$ cat src/hw/rtl/nfsa_pkg.sv
package nfsa_pkg;

    localparam int MAX_SLOTS  = 64;
    localparam int ADDR_WIDTH = 32;

    localparam int IDX_W  = $clog2(MAX_SLOTS);
    localparam int CNT_W  = $clog2(MAX_SLOTS + 1);
    localparam int SB_W   = 16;
    localparam int SIU_W  = 7;
    localparam int SPAN_W = SB_W + CNT_W;
    localparam int CMP_W  = (ADDR_WIDTH > SPAN_W) ? ADDR_WIDTH : SPAN_W;
    localparam int REG_W  = 2;

    typedef enum logic [REG_W-1:0] {
        REG_BASE_ADDRESS = 2'd0,
        REG_SLOT_BYTES   = 2'd1,
        REG_SLOTS_IN_USE = 2'd2
    } t_reg_idx;

    typedef enum logic {
        CMD_ALLOC = 1'b0,
        CMD_FREE  = 1'b1
    } t_cmd;

    typedef enum logic [1:0] {
        ALU_ADD = 2'd0,
        ALU_SUB = 2'd1,
        ALU_MUL = 2'd2
    } t_alu_op;

    typedef struct packed {
        logic [ADDR_WIDTH-1:0] base_address;
        logic [SB_W-1:0]       slot_bytes;
        logic [SIU_W-1:0]      slots_in_use;
    } t_cfg;

    typedef struct packed {
        t_alu_op          op;
        logic [CMP_W-1:0] a;
        logic [CMP_W-1:0] b;
        logic [CMP_W-1:0] c;
    } t_alu_req;

    typedef struct packed {
        logic [CMP_W-1:0] res;
        logic             eq;
        logic             lt;
    } t_alu_rsp;

endpackage

$ cat src/hw/rtl/nfsa_ifs.sv
interface nfsa_req_if;
    logic                             valid;
    logic                             ready;
    nfsa_pkg::t_cmd                   cmd;
    logic [nfsa_pkg::ADDR_WIDTH-1:0]  free_address;

    modport source (output valid, cmd, free_address, input ready);
    modport sink   (input valid, cmd, free_address, output ready);
endinterface

interface nfsa_rsp_if;
    logic                             valid;
    logic                             ready;
    logic                             ok;
    logic [nfsa_pkg::ADDR_WIDTH-1:0]  slot_address;

    modport source (output valid, ok, slot_address, input ready);
    modport sink   (input valid, ok, slot_address, output ready);
endinterface

interface nfsa_cfg_if;
    logic                             valid;
    logic                             ready;
    logic [nfsa_pkg::REG_W-1:0]       index;
    logic [nfsa_pkg::ADDR_WIDTH-1:0]  data;

    modport source (output valid, index, data, input ready);
    modport sink   (input valid, index, data, output ready);
endinterface

$ cat src/hw/rtl/nfsa_cfg_regs.sv
module nfsa_cfg_regs (
    input  logic           i_clk,
    input  logic           i_rst_n,
    nfsa_cfg_if.sink       i_cfg,
    output nfsa_pkg::t_cfg o_cfg
);
    import nfsa_pkg::*;

    t_cfg r_cfg;

    assign i_cfg.ready = 1'b1;
    assign o_cfg       = r_cfg;

    always_ff @(posedge i_clk) begin
        if (!i_rst_n) begin
            r_cfg.base_address <= '0;
            r_cfg.slot_bytes   <= SB_W'(1);
            r_cfg.slots_in_use <= SIU_W'(64);
        end else if (i_cfg.valid) begin
            case (t_reg_idx'(i_cfg.index))
                REG_BASE_ADDRESS: r_cfg.base_address <= i_cfg.data;
                REG_SLOT_BYTES:   r_cfg.slot_bytes   <= i_cfg.data[SB_W-1:0];
                REG_SLOTS_IN_USE: r_cfg.slots_in_use <= i_cfg.data[SIU_W-1:0];
                default: begin
                end
            endcase
        end
    end

endmodule

$ cat src/hw/rtl/nfsa_alu.sv
module nfsa_alu (
    input  nfsa_pkg::t_alu_req i_req,
    output nfsa_pkg::t_alu_rsp o_rsp
);
    import nfsa_pkg::*;

    logic [IDX_W+SB_W-1:0] prod;

    assign prod = i_req.a[IDX_W-1:0] * i_req.b[SB_W-1:0];

    always_comb begin
        case (i_req.op)
            ALU_ADD: o_rsp.res = i_req.a + i_req.b;
            ALU_SUB: o_rsp.res = i_req.a - i_req.b;
            ALU_MUL: o_rsp.res = CMP_W'(prod);
            default: o_rsp.res = '0;
        endcase
        o_rsp.eq = (i_req.a == i_req.c);
        o_rsp.lt = (i_req.a < i_req.c);
    end

endmodule

$ cat src/hw/rtl/nfsa_seq.sv
module nfsa_seq (
    input  logic               i_clk,
    input  logic               i_rst_n,
    nfsa_req_if.sink           i_req,
    nfsa_rsp_if.source         o_rsp,
    input  nfsa_pkg::t_cfg     i_cfg,
    output nfsa_pkg::t_alu_req o_alu,
    input  nfsa_pkg::t_alu_rsp i_alu
);
    import nfsa_pkg::*;

    localparam int N_W = (SIU_W > CNT_W) ? SIU_W : CNT_W;

    typedef enum logic [6:0] {
        S_IDLE  = 7'b0000001,
        S_SCAN  = 7'b0000010,
        S_MUL   = 7'b0000100,
        S_ADD   = 7'b0001000,
        S_OFFS  = 7'b0010000,
        S_FSCAN = 7'b0100000,
        S_DONE  = 7'b1000000
    } t_state;

    t_state                r_state,    n_state;
    logic [MAX_SLOTS-1:0]  r_occ,      n_occ;
    logic [IDX_W-1:0]      r_next,     n_next;
    logic [IDX_W-1:0]      r_pos,      n_pos;
    logic [CNT_W-1:0]      r_k,        n_k;
    logic [CNT_W-1:0]      r_cnt,      n_cnt;
    logic [CMP_W-1:0]      r_acc,      n_acc;
    logic [CMP_W-1:0]      r_off,      n_off;
    logic                  r_res_ok,   n_res_ok;
    logic [ADDR_WIDTH-1:0] r_res_addr, n_res_addr;
    logic                  r_out_valid, n_out_valid;
    logic                  r_out_ok,   n_out_ok;
    logic [ADDR_WIDTH-1:0] r_out_addr, n_out_addr;

    logic [N_W-1:0]   siu_x;
    logic [CNT_W-1:0] cnt_eff;
    logic [CNT_W-1:0] pos_inc;
    logic [IDX_W-1:0] pos_wrap;
    logic [CNT_W-1:0] k_inc;
    logic             req_fire;

    assign siu_x    = N_W'(i_cfg.slots_in_use);
    assign cnt_eff  = (siu_x > N_W'(MAX_SLOTS)) ? CNT_W'(MAX_SLOTS) : CNT_W'(siu_x);
    assign pos_inc  = CNT_W'(r_pos) + CNT_W'(1);
    assign pos_wrap = (pos_inc == r_cnt) ? '0 : IDX_W'(pos_inc);
    assign k_inc    = r_k + CNT_W'(1);
    assign req_fire = i_req.valid && i_req.ready;

    assign i_req.ready        = (r_state == S_IDLE);
    assign o_rsp.valid        = r_out_valid;
    assign o_rsp.ok           = r_out_ok;
    assign o_rsp.slot_address = r_out_addr;

    always_comb begin
        o_alu.op = ALU_ADD;
        o_alu.a  = r_acc;
        o_alu.b  = CMP_W'(i_cfg.slot_bytes);
        o_alu.c  = r_off;
        case (r_state)
            S_OFFS: begin
                o_alu.op = ALU_SUB;
                o_alu.a  = r_off;
                o_alu.b  = CMP_W'(i_cfg.base_address);
            end
            S_MUL: begin
                o_alu.op = ALU_MUL;
                o_alu.a  = CMP_W'(r_pos);
            end
            S_ADD: begin
                o_alu.a  = CMP_W'(i_cfg.base_address);
                o_alu.b  = r_acc;
            end
            default: begin
            end
        endcase
    end

    always_comb begin
        n_state     = r_state;
        n_occ       = r_occ;
        n_next      = r_next;
        n_pos       = r_pos;
        n_k         = r_k;
        n_cnt       = r_cnt;
        n_acc       = r_acc;
        n_off       = r_off;
        n_res_ok    = r_res_ok;
        n_res_addr  = r_res_addr;
        n_out_valid = r_out_valid && !o_rsp.ready;
        n_out_ok    = r_out_ok;
        n_out_addr  = r_out_addr;

        case (r_state)
            S_IDLE: begin
                if (req_fire) begin
                    n_cnt      = cnt_eff;
                    n_k        = '0;
                    n_res_ok   = 1'b0;
                    n_res_addr = '0;
                    if (i_req.cmd == CMD_FREE) begin
                        n_off   = CMP_W'(i_req.free_address);
                        n_state = S_OFFS;
                    end else if (cnt_eff == '0) begin
                        n_state = S_DONE;
                    end else begin
                        n_pos   = (CNT_W'(r_next) < cnt_eff) ? r_next : '0;
                        n_state = S_SCAN;
                    end
                end
            end
            S_SCAN: begin
                if (!r_occ[r_pos]) begin
                    n_occ[r_pos] = 1'b1;
                    n_next       = pos_wrap;
                    n_state      = S_MUL;
                end else if (k_inc == r_cnt) begin
                    n_state = S_DONE;
                end else begin
                    n_k   = k_inc;
                    n_pos = pos_wrap;
                end
            end
            S_MUL: begin
                n_acc   = i_alu.res;
                n_state = S_ADD;
            end
            S_ADD: begin
                n_res_ok   = 1'b1;
                n_res_addr = i_alu.res[ADDR_WIDTH-1:0];
                n_state    = S_DONE;
            end
            S_OFFS: begin
                n_off = CMP_W'(i_alu.res[ADDR_WIDTH-1:0]);
                n_acc = '0;
                if (i_cfg.slot_bytes == '0 || r_cnt == '0) begin
                    n_state = S_DONE;
                end else begin
                    n_state = S_FSCAN;
                end
            end
            S_FSCAN: begin
                if (r_k == r_cnt) begin
                    n_state = S_DONE;
                end else if (i_alu.eq) begin
                    n_occ[r_k[IDX_W-1:0]] = 1'b0;
                    n_res_ok              = 1'b1;
                    n_state               = S_DONE;
                end else if (!i_alu.lt) begin
                    n_state = S_DONE;
                end else begin
                    n_acc = i_alu.res;
                    n_k   = k_inc;
                end
            end
            S_DONE: begin
                if (!r_out_valid || o_rsp.ready) begin
                    n_out_valid = 1'b1;
                    n_out_ok    = r_res_ok;
                    n_out_addr  = r_res_addr;
                    n_state     = S_IDLE;
                end
            end
            default: n_state = S_IDLE;
        endcase
    end

    always_ff @(posedge i_clk) begin
        if (!i_rst_n) begin
            r_state     <= S_IDLE;
            r_occ       <= '0;
            r_next      <= '0;
            r_out_valid <= 1'b0;
        end else begin
            r_state     <= n_state;
            r_occ       <= n_occ;
            r_next      <= n_next;
            r_out_valid <= n_out_valid;
        end
    end

    always_ff @(posedge i_clk) begin
        r_pos      <= n_pos;
        r_k        <= n_k;
        r_cnt      <= n_cnt;
        r_acc      <= n_acc;
        r_off      <= n_off;
        r_res_ok   <= n_res_ok;
        r_res_addr <= n_res_addr;
        r_out_ok   <= n_out_ok;
        r_out_addr <= n_out_addr;
    end

    a_scan_in_pool: assert property (@(posedge i_clk) disable iff (!i_rst_n)
        (r_state == S_SCAN) |-> (CNT_W'(r_pos) < r_cnt))
        else $error("scan pointer outside the pool");

    a_claim_set: assert property (@(posedge i_clk) disable iff (!i_rst_n)
        (r_state == S_MUL) |-> r_occ[r_pos])
        else $error("claimed slot not marked occupied");

    a_fscan_bound: assert property (@(posedge i_clk) disable iff (!i_rst_n)
        (r_state == S_FSCAN) |-> (r_k <= r_cnt))
        else $error("free search ran past the pool");

    a_req_leaves_idle: assert property (@(posedge i_clk) disable iff (!i_rst_n)
        req_fire |=> (r_state != S_IDLE))
        else $error("accepted request left no work");

    a_rsp_from_done: assert property (@(posedge i_clk) disable iff (!i_rst_n)
        $rose(r_out_valid) |-> $past(r_state == S_DONE))
        else $error("response loaded outside the done state");

endmodule

$ cat src/hw/rtl/next_fit_slot_allocator.sv
// Channel  Dir  Payload                        Accepted when
// i_req    in   cmd, free_address              i_req.valid && i_req.ready
// o_rsp    out  ok, slot_address               o_rsp.valid && o_rsp.ready
// i_cfg    in   index, data                    i_cfg.valid && i_cfg.ready
//
// Allocate and free each run as a sequence of states from acceptance to response:
// the bitmap scan tests one slot per cycle and the free-address search
// steps one slot per cycle through the shared adder/comparator.
// Synchronous active-low reset clears the occupancy bitmap and pointer at once.
// A finished response waits in an output register; a new request is taken meanwhile.
// i_cfg is always ready.
module next_fit_slot_allocator (
    input  logic        i_clk,
    input  logic        i_rst_n,
    nfsa_req_if.sink    i_req,
    nfsa_rsp_if.source  o_rsp,
    nfsa_cfg_if.sink    i_cfg
);
    import nfsa_pkg::*;

    t_cfg     cfg;
    t_alu_req alu_req;
    t_alu_rsp alu_rsp;

    nfsa_cfg_regs u_cfg_regs (
        .i_clk   (i_clk),
        .i_rst_n (i_rst_n),
        .i_cfg   (i_cfg),
        .o_cfg   (cfg)
    );

    nfsa_alu u_alu (
        .i_req (alu_req),
        .o_rsp (alu_rsp)
    );

    nfsa_seq u_seq (
        .i_clk   (i_clk),
        .i_rst_n (i_rst_n),
        .i_req   (i_req),
        .o_rsp   (o_rsp),
        .i_cfg   (cfg),
        .o_alu   (alu_req),
        .i_alu   (alu_rsp)
    );

endmodule
$ cat src/flat_wrapper.sv
// flat-port wrapper written by rule: the top's interface ports become plain ports
module next_fit_slot_allocator_flat import nfsa_pkg::*;
  (i_clk, i_rst_n, i_req_valid, i_req_cmd, i_req_free_address, i_req_ready, o_rsp_valid, o_rsp_ok, o_rsp_slot_address, o_rsp_ready, i_cfg_valid, i_cfg_index, i_cfg_data, i_cfg_ready);
  nfsa_req_if i_req_i ();
  nfsa_rsp_if o_rsp_i ();
  nfsa_cfg_if i_cfg_i ();
  input  logic i_clk;
  input  logic i_rst_n;
  input wire logic [$bits(i_req_i.valid)-1:0] i_req_valid;
  input wire logic [$bits(i_req_i.cmd)-1:0] i_req_cmd;
  input wire logic [$bits(i_req_i.free_address)-1:0] i_req_free_address;
  output wire logic [$bits(i_req_i.ready)-1:0] i_req_ready;
  output wire logic [$bits(o_rsp_i.valid)-1:0] o_rsp_valid;
  output wire logic [$bits(o_rsp_i.ok)-1:0] o_rsp_ok;
  output wire logic [$bits(o_rsp_i.slot_address)-1:0] o_rsp_slot_address;
  input wire logic [$bits(o_rsp_i.ready)-1:0] o_rsp_ready;
  input wire logic [$bits(i_cfg_i.valid)-1:0] i_cfg_valid;
  input wire logic [$bits(i_cfg_i.index)-1:0] i_cfg_index;
  input wire logic [$bits(i_cfg_i.data)-1:0] i_cfg_data;
  output wire logic [$bits(i_cfg_i.ready)-1:0] i_cfg_ready;
  assign i_req_i.valid = i_req_valid;
  assign i_req_i.cmd = i_req_cmd;
  assign i_req_i.free_address = i_req_free_address;
  assign i_req_ready = i_req_i.ready;
  assign o_rsp_valid = o_rsp_i.valid;
  assign o_rsp_ok = o_rsp_i.ok;
  assign o_rsp_slot_address = o_rsp_i.slot_address;
  assign o_rsp_i.ready = o_rsp_ready;
  assign i_cfg_i.valid = i_cfg_valid;
  assign i_cfg_i.index = i_cfg_index;
  assign i_cfg_i.data = i_cfg_data;
  assign i_cfg_ready = i_cfg_i.ready;
  next_fit_slot_allocator u_core (.i_clk(i_clk), .i_rst_n(i_rst_n), .i_req(i_req_i), .o_rsp(o_rsp_i), .i_cfg(i_cfg_i));
endmodule
$ cat config.mk
export PLATFORM = sky130hd
export DESIGN_NAME = next_fit_slot_allocator_flat
export DESIGN_NICKNAME = d
export VERILOG_FILES = /design/src/hw/rtl/nfsa_pkg.sv /design/src/hw/rtl/nfsa_ifs.sv /design/src/hw/rtl/nfsa_cfg_regs.sv /design/src/hw/rtl/nfsa_alu.sv /design/src/hw/rtl/nfsa_seq.sv /design/src/hw/rtl/next_fit_slot_allocator.sv /design/src/flat_wrapper.sv
export SDC_FILE = /design/constraint.sdc
export NUM_CORES = 1
export LEC_CHECK = 0
export BUFFER_PORTS_ARGS = -buffer_cell sky130_fd_sc_hd__buf_2
export CAP_MARGIN = 20
export CORE_MARGIN = 2
export CORE_UTILIZATION = 40
export DETAILED_ROUTE_END_ITERATION = 16
export PLACE_DENSITY = 0.63
export SLEW_MARGIN = 40
export SYNTH_ARGS = -nofsm -noshare
export SYNTH_HDL_FRONTEND = slang
export SYNTH_SLANG_ARGS = --single-unit
$ cat constraint.sdc
create_clock -name i_clk -period 17.14 [get_ports i_clk]
set_input_delay 2.571 -clock i_clk [delete_from_list [all_inputs] [get_ports i_clk]]
set_output_delay 2.571 -clock i_clk [all_outputs]
set_load 0.05 [all_outputs]
==> impl_metrics.env <==
export IMPL_grt_pass1_vias=16713
export IMPL_max_vdd_ir_drop_mv=0.05705
export IMPL_synth_cell_types=86
export IMPL_cap_viol_max_count=0
export IMPL_slowest_delay_ns=0.83
export IMPL_syn_area_per_cell_um2=8.804
export IMPL_crit_top_cell="fa_1"
export IMPL_grt_use_total_pct=24.08
export IMPL_r2r_start="u_core.u_seq.r_state[5]"
export IMPL_p_leak_nw=8.931
export IMPL_min_period_over_period_pct=44.85
export IMPL_routed_wl_um=61230
export IMPL_hpwlAfterDp_um=44550
export IMPL_slowest_stage="or4_1"
export IMPL_overflow=0
export IMPL_synth_cells=2201
export IMPL_gp_congestion=0.9394
export IMPL_final_area_um2=21600
export IMPL_cts_setup_buffers=0
export IMPL_firstDrtPassIters=6
export IMPL_hold_path_class="flop to flop"
export IMPL_die_height_um=224.1
export IMPL_run_status="finished, final reports clean"
export IMPL_insertion_delay_ns=0.56
export IMPL_nets=2484
export IMPL_slew_violations=0
export IMPL_ys_flop_type="edfxtp_1"
export IMPL_core_area_um2=47750
export IMPL_grt_antenna_before_repair=0
export IMPL_synth_nets=2433
export IMPL_crit_arrival_ns=7.98
export IMPL_p_per_area_nw_per_um2=90.08
export IMPL_initial_core_util_pct=40.59
export IMPL_cts_hold_fix_buffers=0
export IMPL_vias_per_cell=5.953
export IMPL_grt_max_degree=77
export IMPL_cts_tree="done"
export IMPL_required_ns=17.44
export IMPL_relSlewSlack_pct=42.16
export IMPL_num_antenna_cells=0
export IMPL_clock_fmax_mhz=130.1
export IMPL_synth_edf_count=150
export IMPL_synth_area_um2=19380
export IMPL_routedWlPerCell_um=21.17
export IMPL_die_area_um2=50220
export IMPL_critPathLaunchType="flop"
export IMPL_rows=80
export IMPL_fin_hold_ws_ns=0.4161
export IMPL_ctsResizeCount=0
export IMPL_port_buffers=106
export IMPL_utilization_pct=45.23
export IMPL_ys_ff_latch=283
export IMPL_path_cells="or2_2 -> or4_1 -> buf_4 -> nand2_1 -> nor2_2 -> a221oi_1 -> buf_4 -> inv_1 -> nand2b_1 -> fa_1 -> fa_1 -> fa_1 -> inv_1 -> ha_1 -> a21oi_1 -> o21bai_1 -> a2111o_1 -> a31oi_1 -> o21ai_0 -> a311oi_1 -> mux2i_1 -> nand2_1"
export IMPL_cts_made_buffers=34
export IMPL_final_setup_tns_ns=0
export IMPL_place_area_um2=20480
export IMPL_crit_fanout=14
export IMPL_fp_dieW_um=224.1
export IMPL_tightestPinTransition_ns=0.8676
export IMPL_grt_pass1_wl_um=94140
export IMPL_synth_area_top_cells="edfxtp_1 (23%), dfxtp_1 (14%), ha_1 (6.6%), fa_1 (6.0%), nor2_1 (4.9%)"
export IMPL_final_common_cell="nor2_1"
export IMPL_hold_viol=0
export IMPL_ys_seq_area_share_pct=36.98
export IMPL_drt_iter0_drc=2085
export IMPL_htreeDepth=2
export IMPL_final_cell_mix="nor2_1 (254), nand2_1 (247), inv_1 (179), edfxtp_1 (150), a21oi_1 (134)"
export IMPL_final_layout_size_suffix_gt1_share_pct=11.59
export IMPL_critical_path_class="flop to flop"
export IMPL_skew_ns=0.02462
export IMPL_cts_root_buf="clkbuf_16"
export IMPL_clk_pin_slew_ns=0.06
export IMPL_synth_top_area_share_pct=23.24
export IMPL_clock_sinks=283
export IMPL_drc=0
export IMPL_setup_violations_final=0
export IMPL_io_pins=108
export IMPL_min_from="u_core.u_seq.r_res_addr[15]"
export IMPL_grt_setup_unrepaired="false"
export IMPL_ant_nets=0
export IMPL_crit_start="u_core.u_seq.r_state[5]"
export IMPL_area_growth_pct=11.44
export IMPL_end_kind="flop"
export IMPL_ys_async_sr_fraction_pct=0
export IMPL_vias=17221
export IMPL_yosys_area_top_type="edfxtp_1"
export IMPL_min_period_ns=7.688
export IMPL_cts_buffer_depth=3
export IMPL_ys_warn_count=0
area by class of cell:
cell class,count,area [um2]
Fill cell,4588,26150
Multi-Input combinational cell,1618,11120
Sequential cell,283,7167
Clock buffer,46,947.2
Tap cell,615,769.5
Timing Repair Buffer,135,757.0
Inverter,180,675.6
Clock inverter,16,156.4
flip-flops by register name, summed over array words and instances, names as in the netlist, 7 cells and up:
register / cells
u_core.u_seq.r_cnt: 7
u_core.u_seq.r_occ: 64
u_core.u_seq.r_off: 32
u_core.u_seq.r_k: 7
u_core.u_seq.r_res_addr: 32
u_core.u_seq.o_rsp.slot_address: 32
u_core.u_seq.r_acc: 32
u_core.u_seq.r_state: 7
u_core.u_cfg_regs.o_cfg: 55
worst max-delay path: cells and delay by family, from the launching register on:
family	cells	cell delay, ns
fa+ha+maj	4	1.86
simple gates	6	2.05
compound gates	7	2.06
mux	1	0.23
buf+inv	4	0.82
flops	1	0.40
worst paths after layout:
path	endpoint	depth (start not counted)	slack, ns
worst max register to register	u_core.u_seq.r_acc[20]	22	9.45
worst min register to register	u_core.u_seq.o_rsp.slot_address[15]	0	0.42
worst min-delay path	u_core.u_seq.o_rsp.slot_address[15]	0	0.42
worst max-delay path	u_core.u_seq.r_acc[20]	22	9.45
synthesized netlist by cell type (9+ instances only):
cell,count
a211oi_1,21
a21o_1,31
a21oi_1,135
a221oi_1,13
a222oi_1,25
a22o_1,10
a22oi_1,16
a31oi_1,16
and2_1,9
and3_1,24
buf_1,14
buf_2,14
clkbuf_1,88
dfxtp_1,133
edfxtp_1,150
fa_1,58
ha_1,102
inv_1,179
mux2i_1,28
nand2_1,248
nand2b_1,25
nand3_1,44
nand3b_1,19
nand4_1,15
nor2_1,255
nor2b_1,19
nor3_1,44
nor4_1,11
o211ai_1,53
o21a_1,9
o21ai_0,132
o21bai_1,10
o22ai_1,11
o31ai_1,11
or2_2,16
or3_1,16
xnor2_1,54
xor2_1,31
routing by layer:
layer / share of wire (%) / GRT usage, % / wire (um) / vias up
li1: - / - / - / 7918
met2: 46 / 38.95 / 28020 / 793
met1: 43 / 32.14 / 26040 / 8365
met4: 4.0 / 10.37 / 2453 / 0
met5: 0 / 0 / 0 / -
met3: 7.7 / 3.528 / 4720 / 145
through the flow:
| stage | std cells | power [W] | setup slack (ns) |
|---|---|---|---|
| finish | 2893 | 0.001945 | 9.452 |
| detailed placement | 2831 | 0.001227 | 9.555 |
| floorplan | 2201 | 0.001095 | 10.82 |
| CTS | 2893 | 0.001948 | 9.510 |
| global placement | 2828 | 0.001220 | 9.695 |
| global route | 2893 | 0.002027 | 9.097 |
logic make-up (layout without fill, tap and decap cells):
logic type	Yosys count	in the layout	share of synthesized area (%)
simple gates	777	777	18.76
compound gates	555	555	19.19
buf+inv	300	377	6.018
flops	283	283	36.98
fa+ha+maj	160	160	12.58
xor+xnor	85	85	3.842
mux	40	40	2.608
other cells	1	1	0.01935
where the power goes:
part / internal [W] / total (W) / switching [W]
combinational: 0.000148 / 0.000428 / 0.000280
sequential: 0.000761 / 0.000797 / 0.0000361
clock: 0.000422 / 0.000721 / 0.000299
total: 0.00133 / 0.00195 / 0.000614
No activity file was read; power rests on OpenSTA's default activity.
